$ cat src/rtl/assert_macros.svh
// Assertion macros used by the RTL core.
`ifndef ASSERT_MACROS_SVH
`define ASSERT_MACROS_SVH

// Concurrent check on the rising clock edge, switched off while reset is held.
`define ASSERT_CLK(lbl, prop, msg) \
  lbl: assert property (@(posedge clk_i) disable iff (!rst_ni) (prop)) else $error(msg);

// Concurrent check that a condition never holds outside reset.
`define ASSERT_NEVER(lbl, cond, msg) \
  lbl: assert property (@(posedge clk_i) disable iff (!rst_ni) !(cond)) else $error(msg);

`endif

$ cat src/rtl/rmc_pkg.sv
`default_nettype none

package rmc_pkg;

  // Default memory depth in words; it must be a power of two.
  localparam int unsigned MEM_DEPTH_DEF = 4096;

  // Registers with a fixed role.
  localparam logic [3:0] R_DS = 4'd0;
  localparam logic [3:0] R_IP = 4'd5;
  localparam logic [3:0] R_CC = 4'd8;
  localparam logic [3:0] R_AC = 4'd9;

  localparam logic [31:0] SIGN_BIT = 32'h8000_0000;

  // Host function codes.
  localparam logic [2:0] FUNC_WMEM = 3'd0;
  localparam logic [2:0] FUNC_WREG = 3'd1;
  localparam logic [2:0] FUNC_STEP = 3'd2;
  localparam logic [2:0] FUNC_RMEM = 3'd3;
  localparam logic [2:0] FUNC_RREG = 3'd4;

  // Operand types.
  localparam logic [1:0] T_IMM = 2'd0;
  localparam logic [1:0] T_REG = 2'd1;
  localparam logic [1:0] T_DIR = 2'd2;

  // Register sectors.
  localparam logic [1:0] SEC_WORD = 2'd0;
  localparam logic [1:0] SEC_B0   = 2'd1;
  localparam logic [1:0] SEC_B1   = 2'd2;
  localparam logic [1:0] SEC_HALF = 2'd3;

  // Two-operand opcodes.
  localparam logic [3:0] OP_MOV  = 4'd0;
  localparam logic [3:0] OP_ADD  = 4'd1;
  localparam logic [3:0] OP_SUB  = 4'd2;
  localparam logic [3:0] OP_SWAP = 4'd3;
  localparam logic [3:0] OP_MUL  = 4'd4;
  localparam logic [3:0] OP_DIV  = 4'd5;
  localparam logic [3:0] OP_CMP  = 4'd6;
  localparam logic [3:0] OP_SHL  = 4'd7;
  localparam logic [3:0] OP_SHR  = 4'd8;
  localparam logic [3:0] OP_AND  = 4'd9;
  localparam logic [3:0] OP_OR   = 4'd10;
  localparam logic [3:0] OP_XOR  = 4'd11;

  // One-operand sub-opcodes.
  localparam logic [3:0] OP1_JMP = 4'd1;
  localparam logic [3:0] OP1_JZ  = 4'd2;
  localparam logic [3:0] OP1_JP  = 4'd3;
  localparam logic [3:0] OP1_JN  = 4'd4;
  localparam logic [3:0] OP1_JNZ = 4'd5;
  localparam logic [3:0] OP1_JNP = 4'd6;
  localparam logic [3:0] OP1_JNN = 4'd7;
  localparam logic [3:0] OP1_LDL = 4'd8;
  localparam logic [3:0] OP1_LDH = 4'd9;
  localparam logic [3:0] OP1_RND = 4'd10;
  localparam logic [3:0] OP1_NOT = 4'd11;

  // Sequencer states.
  typedef enum logic [3:0] {
    S_IDLE, S_HOST, S_HRD, S_FETCH, S_OPA, S_OPA2, S_OPB2,
    S_EXEC, S_DIV, S_WBA, S_WBB, S_DONE
  } state_e;

  // Control to and status from the divider.
  typedef struct packed {
    logic start;
  } div_ctrl_t;

  typedef struct packed {
    logic busy;
    logic done;
  } div_stat_t;

  // Condition code for a result.
  function automatic logic [31:0] cc_of(input logic [31:0] v);
    logic [31:0] r;
    if (v == 32'd0) begin
      r = 32'd1;
    end else if (v[31]) begin
      r = SIGN_BIT;
    end else begin
      r = 32'd0;
    end
    return r;
  endfunction

  // Sector of a register as read by an operand.
  function automatic logic [31:0] rd_sector(input logic [31:0] r, input logic [1:0] sec);
    logic [31:0] v;
    case (sec)
      SEC_WORD: v = r;
      SEC_B0:   v = {24'd0, r[7:0]};
      SEC_B1:   v = {24'd0, r[15:8]};
      default:  v = {16'd0, r[15:0]};
    endcase
    return v;
  endfunction

  // Merge of a written value into one sector of a register.
  function automatic logic [31:0] wr_sector(input logic [31:0] old, input logic [31:0] v,
                                            input logic [1:0] sec);
    logic [31:0] r;
    case (sec)
      SEC_WORD: r = v;
      SEC_B0:   r = {old[31:8], v[7:0]};
      SEC_B1:   r = {old[31:16], v[7:0], old[7:0]};
      default:  r = {old[31:16], v[15:0]};
    endcase
    return r;
  endfunction

  // Sign extension of the second operand of a two-operand instruction.
  function automatic logic [31:0] ext_b(input logic [31:0] v, input logic [1:0] t,
                                        input logic [1:0] sec);
    logic [31:0] r;
    r = v;
    if (t == T_IMM) begin
      r = {{20{v[11]}}, v[11:0]};
    end else if (t == T_REG && (sec == SEC_B0 || sec == SEC_B1)) begin
      r = {{24{v[7]}}, v[7:0]};
    end else if (t == T_REG && sec == SEC_HALF) begin
      r = {{16{v[15]}}, v[15:0]};
    end
    return r;
  endfunction

endpackage

`default_nettype wire

$ cat src/rtl/rmc_div.sv
`default_nettype none

// Unsigned 32-bit restoring divider, one quotient bit per cycle.
module rmc_div import rmc_pkg::*; (
  input  wire logic        clk_i,
  input  wire logic        rst_ni,
  input  wire div_ctrl_t   ctrl_i,
  input  wire logic [31:0] dividend_i,
  input  wire logic [31:0] divisor_i,
  output div_stat_t        stat_o,
  output logic [31:0]      quotient_o,
  output logic [31:0]      remainder_o
);

  logic        busy_q, busy_d;
  logic        done_q, done_d;
  logic [4:0]  cnt_q, cnt_d;
  logic [31:0] quo_q, quo_d;
  logic [31:0] rem_q, rem_d;
  logic [31:0] dvs_q, dvs_d;
  logic [32:0] shifted;
  logic [33:0] trial;

  // One restoring step: shift in the next dividend bit and try a subtract.
  always_comb begin
    shifted = {rem_q, quo_q[31]};
    trial   = {1'b0, shifted} - {2'b00, dvs_q};
    busy_d  = busy_q;
    done_d  = 1'b0;
    cnt_d   = cnt_q;
    quo_d   = quo_q;
    rem_d   = rem_q;
    dvs_d   = dvs_q;
    if (ctrl_i.start) begin
      busy_d = 1'b1;
      cnt_d  = 5'd0;
      quo_d  = dividend_i;
      rem_d  = 32'd0;
      dvs_d  = divisor_i;
    end else if (busy_q) begin
      if (trial[33]) begin
        rem_d = shifted[31:0];
        quo_d = {quo_q[30:0], 1'b0};
      end else begin
        rem_d = trial[31:0];
        quo_d = {quo_q[30:0], 1'b1};
      end
      cnt_d = cnt_q + 5'd1;
      if (cnt_q == 5'd31) begin
        busy_d = 1'b0;
        done_d = 1'b1;
      end
    end
  end

  // Control state.
  always_ff @(posedge clk_i or negedge rst_ni) begin
    if (!rst_ni) begin
      busy_q <= 1'b0;
      done_q <= 1'b0;
      cnt_q  <= 5'd0;
    end else begin
      busy_q <= busy_d;
      done_q <= done_d;
      cnt_q  <= cnt_d;
    end
  end

  // Working registers.
  always_ff @(posedge clk_i) begin
    quo_q <= quo_d;
    rem_q <= rem_d;
    dvs_q <= dvs_d;
  end

  assign stat_o.busy  = busy_q;
  assign stat_o.done  = done_q;
  assign quotient_o   = quo_q;
  assign remainder_o  = rem_q;

endmodule

`default_nettype wire

$ cat config.mk
export PLATFORM = sky130hd
export DESIGN_NAME = rmc_div
export DESIGN_NICKNAME = d
export VERILOG_FILES = /design/src/rtl/assert_macros.svh /design/src/rtl/rmc_pkg.sv /design/src/rtl/rmc_div.sv
export SDC_FILE = /design/constraint.sdc
export NUM_CORES = 1
export LEC_CHECK = 0
export BUFFER_PORTS_ARGS = -buffer_cell sky130_fd_sc_hd__buf_2
export CAP_MARGIN = 0
export CORE_MARGIN = 1
export CORE_UTILIZATION = 50
export DETAILED_ROUTE_END_ITERATION = 10
export PLACE_DENSITY = 0.86
export RECOVER_POWER = 100
export SLEW_MARGIN = 25
export SYNTH_ARGS = -nofsm -noshare
export SYNTH_HDL_FRONTEND = slang
export SYNTH_SLANG_ARGS = --single-unit
$ cat constraint.sdc
create_clock -name clk_i -period 2.5 [get_ports clk_i]
set_input_delay 0.5 -clock clk_i [delete_from_list [all_inputs] [get_ports clk_i]]
set_output_delay 0.5 -clock clk_i [all_outputs]
set_load 0.05 [all_outputs]
* Word level (Yosys, flattened, before mapping)
Index checks and enable logic that the tools add are counted.
Widths: inputs -> output; s select.
** Cells by class
- $add $sub $neg :: 2
- Eq/ne operators :: 1
- Muxes and demuxes :: 12
- Reductions and logical operators :: 1
** Operators with widths (number)
- $mux 32 :: 3
- $sub 33x32->34 :: 1
- $mux 5 :: 2
- $mux 1 :: 7
- $add 5x1->5 const B :: 1
- $eq 5x5->1 const B :: 1
- $reduce_bool 2->1 :: 1
** Word-level totals
- Logic and storage cells :: 22
- Register bits :: 103
- Input bits :: 67

* Logic depth before layout (Yosys ltp)
- Word-level depth :: 4
- Gate-level depth with buffers :: 12
- Mapped depth without buffers :: 12

* Worst setup path before layout
Ideal clock, no wire load.
- Path kind :: register to register
- Start point :: reg rem_q[8] (netlist: remainder_o[8])
- End point :: reg quo_q[0] (netlist: quotient_o[0]) (data pin)
- Period minus slack after synthesis :: 3081 ps
- Buffers on the path :: 2
- Arrival :: 2821 ps
- Required time :: 2240 ps
- Stages on the path, launching flop included :: 11
- Slack :: -581 ps
- Cell sequence :: dfxtp_1 -> ha_1 -> buf_2 -> o21a_1 -> o2111a_1 -> a221oi_4 -> o211ai_4 -> a31oi_4 -> o31ai_4 -> buf_4 -> mux2_2
** Between the ends
- Longest elaborated chain between the ends :: 4
** RTL lines
- from (decl) :: line rmc_div.sv:19 : logic [31:0] rem_q, rem_d;
- from (signal assigned) :: line rmc_div.sv:72 : rem_q <= rem_d;
- $sub 33x32->34 :: line rmc_div.sv:27 : trial = {1'b0, shifted} - {2'b00, dvs_q};
- $mux 1 :: line rmc_div.sv:41 : if (trial[33]) begin
- $mux 32 :: line rmc_div.sv:40 : end else if (busy_q) begin
- $mux 32 :: line rmc_div.sv:34 : if (ctrl_i.start) begin
- named net quo_d[0] :: line rmc_div.sv:18 : logic [31:0] quo_q, quo_d;
- to (signal assigned) :: line rmc_div.sv:71 : quo_q <= quo_d;
- to (decl) :: line rmc_div.sv:18
The timed path passes the listed nets, and every way through them passes these cells. The select of a mux whose other input is x is not followed.
A chain may end at the register's enable or synchronous reset.

* Final worst setup path
- Start point :: reg quo_q[31] (netlist: quotient_o[31])
- End point :: reg rem_q[16] (netlist: remainder_o[16])
** Between the ends
- Longest elaborated chain between the ends :: 2
** RTL lines (line)
- $sub 33x32->34 :: rmc_div.sv:27
- $mux 32 :: rmc_div.sv:41
Every way passes these cells.

==> results.sh <==
export IMPL_status="complete, but fails checks"
export IMPL_failed_checks="design-rule violations, max-capacitance violations, max-slew violations, negative setup slack"
export IMPL_syn_inst=581
export IMPL_coreArea_sq_um=11610
export IMPL_ys_seq_elements=103
export IMPL_clockBufferDepth=2
export IMPL_antenna_left=0
export IMPL_fillerInstances=846
export IMPL_drv_cap=2
export IMPL_relSlewSlack=-0.04610
export IMPL_fin_worst_skew_ns=0.01165
export IMPL_antenna_found_initial=0
export IMPL_grt_pass1_wl_um=25880
export IMPL_pre_cts_ws_ns=-0.4916
export IMPL_synth_simple_area_share=0.1113
export IMPL_yosysSeqAreaShare=0.4510
export IMPL_hold_end="dvs_q[17]$_DFFE_PP_"
export IMPL_synth_edf_count=64
export IMPL_critical_path_depth=12
export IMPL_h_tree_depth=3
export IMPL_path_buf_inv=2
export IMPL_initial_core_util=0.5226
export IMPL_worst_pin_slew_ns=1.569
export IMPL_p_leak_nw=3.697
export IMPL_switching_share=0.4433
export IMPL_hp_class="primary input to flip-flop"
export IMPL_synthArstFlopShare=0.06796
export IMPL_synthAdderAreaFrac=0.07339
export IMPL_drive_above_1_share=0.3606
export IMPL_crit_slowest_cell="edfxtp_1"
export IMPL_fin_ws_ns=-0.4362
export IMPL_r2r_cells=12
export IMPL_fin_crit_sh=1.174
export IMPL_p_seq_frac=0.235
export IMPL_cts_sinks=103
export IMPL_p_comb_frac=0.625
export IMPL_clkTransAtPathRegs_ns=0.07
export IMPL_rsz0062_at_grt="true"
export IMPL_critPathKind="flip-flop to flip-flop"
export IMPL_synth_top_family_by_area="compound AO/OA/AOI/OAI gates"
export IMPL_vdd_drop_max_v=0.0008009
export IMPL_internal_power_w=0.005686
export IMPL_synth_ff_type="edfxtp_1"
export IMPL_port_buffers=132
export IMPL_dieArea_sq_um=12580
export IMPL_p_sw_w=0.004528
export IMPL_root_buffer="clkbuf_16"
export IMPL_grt_ovfl_total=0
export IMPL_critPathCaptureType="flip-flop"
export IMPL_grt_total_usage=0.2592
export IMPL_antenna_cells=0
export IMPL_regToRegStartpoint="quotient_o[31]$_DFFE_PP_"
export IMPL_die_h_um=112.2
export IMPL_die_w_um=112.2
export IMPL_syn_nets=683
export IMPL_drt_iter0_markers=490
export IMPL_fin_nets=915
export IMPL_cp_required_ns=2.77
export IMPL_firstDrtPassIters=8
export IMPL_r2r_end="remainder_o[16]$_SDFFE_PP0P_"
export IMPL_avgSynthCellArea_sq_um=10.45
export IMPL_cellPowerDensity_nw_per_um2=1237
export IMPL_io_pins=133
export IMPL_grt_max_degree=33
export IMPL_min_delay_start="divisor_i[17]"
export IMPL_synthMuxAreaShare=0.09586
export IMPL_yosys_warnings=0
export IMPL_yosys_top_cells_area="edfxtp_1 (32%), dfxtp_1 (11%), ha_1 (7.0%), mux2_2 (6.1%), mux2i_1 (3.5%)"
export IMPL_cts_tree="done"
export IMPL_rrSetupSlack_ns=-0.44
export IMPL_synth_compound_area_share=0.1812
export IMPL_finalWirelength_um=16770
export IMPL_crit_arrival_ns=3.20
export IMPL_dp_cells=924
export IMPL_critPathMaxStageDelay_ns=0.40
export IMPL_avgRoutedWirePerCell_um=17.45
export IMPL_syn_to_final_growth_pct=36.08
export IMPL_via_per_inst=5.772
export IMPL_cp_cell_sequence="inv_2 > ha_4 > inv_2 > fa_2 > a21oi_2 > nand4b_1 > a2111oi_2 > a221o_1 > o21a_1 > o21ai_1 > or3b_1 > a311oi_2"
export IMPL_netlist_area_sq_um=6070
export IMPL_fmax_ghz=0.3406
export IMPL_drc=7
export IMPL_p_total_w=0.01021
export IMPL_hold_viol=0
export IMPL_cp_max_fo=3
export IMPL_period_needed_ns=2.936
export IMPL_drv_slew=61
export IMPL_start_kind="flip-flop"
export IMPL_synth_top_area_share=0.3166
export IMPL_hold_depth=1
export IMPL_hpwl_um=11620
export IMPL_grt_pass1_vias=5486
export IMPL_cts_buffers=9
export IMPL_instances_no_fill=961
export IMPL_crit_family="compound AO/OA/AOI/OAI gates"
export IMPL_gp_congestion=0.9099
export IMPL_finalSetupViolCount=33
export IMPL_clock_latency_ns=0.35
export IMPL_num_rows=39
export IMPL_synthXorXnorAreaFrac=0.03319
export IMPL_vias=5547
export IMPL_ys_types=69
export IMPL_cpMostUsedCell="inv_2"
export IMPL_synth_largest_area_cell="edfxtp_1"
export IMPL_clockPowerShare=0.140
==> through the flow <==
stage / TNS (ns) / hold WS (ns) / utilization / instance area [sq um]
finish: -9.211 / 0.3156 / 0.7112 / 8259
floorplan: -9.676 / 0.2044 / - / 6113
detailed placement: -11.21 / 0.3429 / 0.6510 / 7561
CTS: -7.141 / 0.3067 / 0.6988 / 8115
global route: -12.23 / 0.2983 / 0.7112 / 8259
global placement: -7.380 / 0.3310 / 0.6510 / 7561
==> worst register-to-register path, cell delays in order (launching register included) <==
cell and delay (ns):
edfxtp_1 0.40, inv_2 0.09, ha_4 0.13, inv_2 0.04, fa_2 0.35, a21oi_2 0.15
nand4b_1 0.21, a2111oi_2 0.11, a221o_1 0.35, o21a_1 0.22, o21ai_1 0.15, or3b_1 0.37
a311oi_2 0.28
==> layer usage <==
layer	track usage	up-vias	wire length, um
li1	-	2615	-
met1	0.3128	2635	7049
met2	0.4402	246	8340
met3	0.07289	51	977
met4	0.09956	0	397
met5	0	-	0
==> registers in the layout (all words and copies together), names as in the netlist <==
register	flops
done_q	1
dvs_q	32
busy_q	1
remainder_o	32
quotient_o	32
cnt_q	5
==> power groups by stage <==
stage | logic [W] | clock network, W | registers, W
2_1_floorplan | 0.00265 | 0 | 0.00340
3_5_place_dp | 0.00539 | 0 | 0.00241
6_report | 0.00639 | 0.00143 | 0.00240
5_1_grt | 0.00678 | 0.00152 | 0.00245
4_1_cts | 0.00580 | 0.00145 | 0.00240
3_3_place_gp | 0.00525 | 0 | 0.00240
==> worst max-delay path by stage <==
stage / slack, ns / startpoint / end
2_1_floorplan: -0.38 / quotient_o[31]$_DFFE_PP_ / remainder_o[16]$_SDFFE_PP0P_
3_3_place_gp: -0.33 / dvs_q[1]$_DFFE_PP_ / remainder_o[11]$_SDFFE_PP0P_
3_5_place_dp: -0.49 / dvs_q[1]$_DFFE_PP_ / remainder_o[16]$_SDFFE_PP0P_
4_1_cts: -0.30 / quotient_o[31]$_DFFE_PP_ / remainder_o[16]$_SDFFE_PP0P_
5_1_grt: -0.52 / quotient_o[31]$_DFFE_PP_ / remainder_o[16]$_SDFFE_PP0P_
6_report: -0.44 / quotient_o[31]$_DFFE_PP_ / remainder_o[16]$_SDFFE_PP0P_
==> kinds of logic after synthesis <==
family,Yosys count
AO/OA/AOI/OAI,147
flip-flops,103
multiplexers,54
XOR/XNOR,23
adder cells (fa/ha/maj),35
AND/OR/NAND/NOR,142
buffers and inverters,77
==> Yosys cell counts (5+ instances only) <==
| library cell | number |
|---|---|
| a211oi_1 | 24 |
| a21o_1 | 16 |
| a21oi_1 | 27 |
| a311oi_1 | 5 |
| a31oi_1 | 5 |
| and2_1 | 6 |
| and3_1 | 7 |
| clkbuf_1 | 19 |
| dfrtp_1 | 7 |
| dfxtp_1 | 32 |
| edfxtp_1 | 64 |
| ha_1 | 34 |
| inv_1 | 44 |
| mux2_2 | 33 |
| mux2i_1 | 21 |
| nand2_1 | 27 |
| nand3_1 | 12 |
| nor2_1 | 54 |
| nor3_1 | 11 |
| o211ai_1 | 5 |
| o21a_1 | 6 |
| o21ai_0 | 17 |
| or3_1 | 5 |
| xnor2_1 | 11 |
| xor2_1 | 12 |
==> area by class of cell <==
cell class,count,area (sq um),share of cell area
clock buffers,10,229.0,0.02772
clock inverters,6,67.56,0.008181
flip-flops and latches,103,2756,0.3337
well taps,143,178.9,0.02166
multi-input cells,401,3303,0.3999
repair buffers,254,1559,0.1888
inverters,44,165.2,0.02000
==> layout by cell type, fill, tap and decap left out, types with 21 or more instances in the layout <==
cell | synthesis | final
nor2_1 | 54 | 53
dfxtp_1 | 32 | 21
nand2_1 | 27 | 26
a21oi_1 | 27 | 22
buf_4 | 4 | 105
clkbuf_1 | 19 | 72
ha_1 | 34 | 30
mux2_2 | 33 | 31
edfxtp_1 | 64 | 64
buf_2 | 3 | 63
inv_1 | 44 | 40
==> repair_timing <==
action | CTS | global route
endpoints found under the setup margin | 33 | 33
hold buffers | 1 | 0
setup buffers | 10 | 9
gates resized for setup | 35 | 30
endpoints found under the hold margin | 7 | 0
pin swaps | 13 | 35
cloned | 1 | 1
Power figures use the tool's default switching activity.
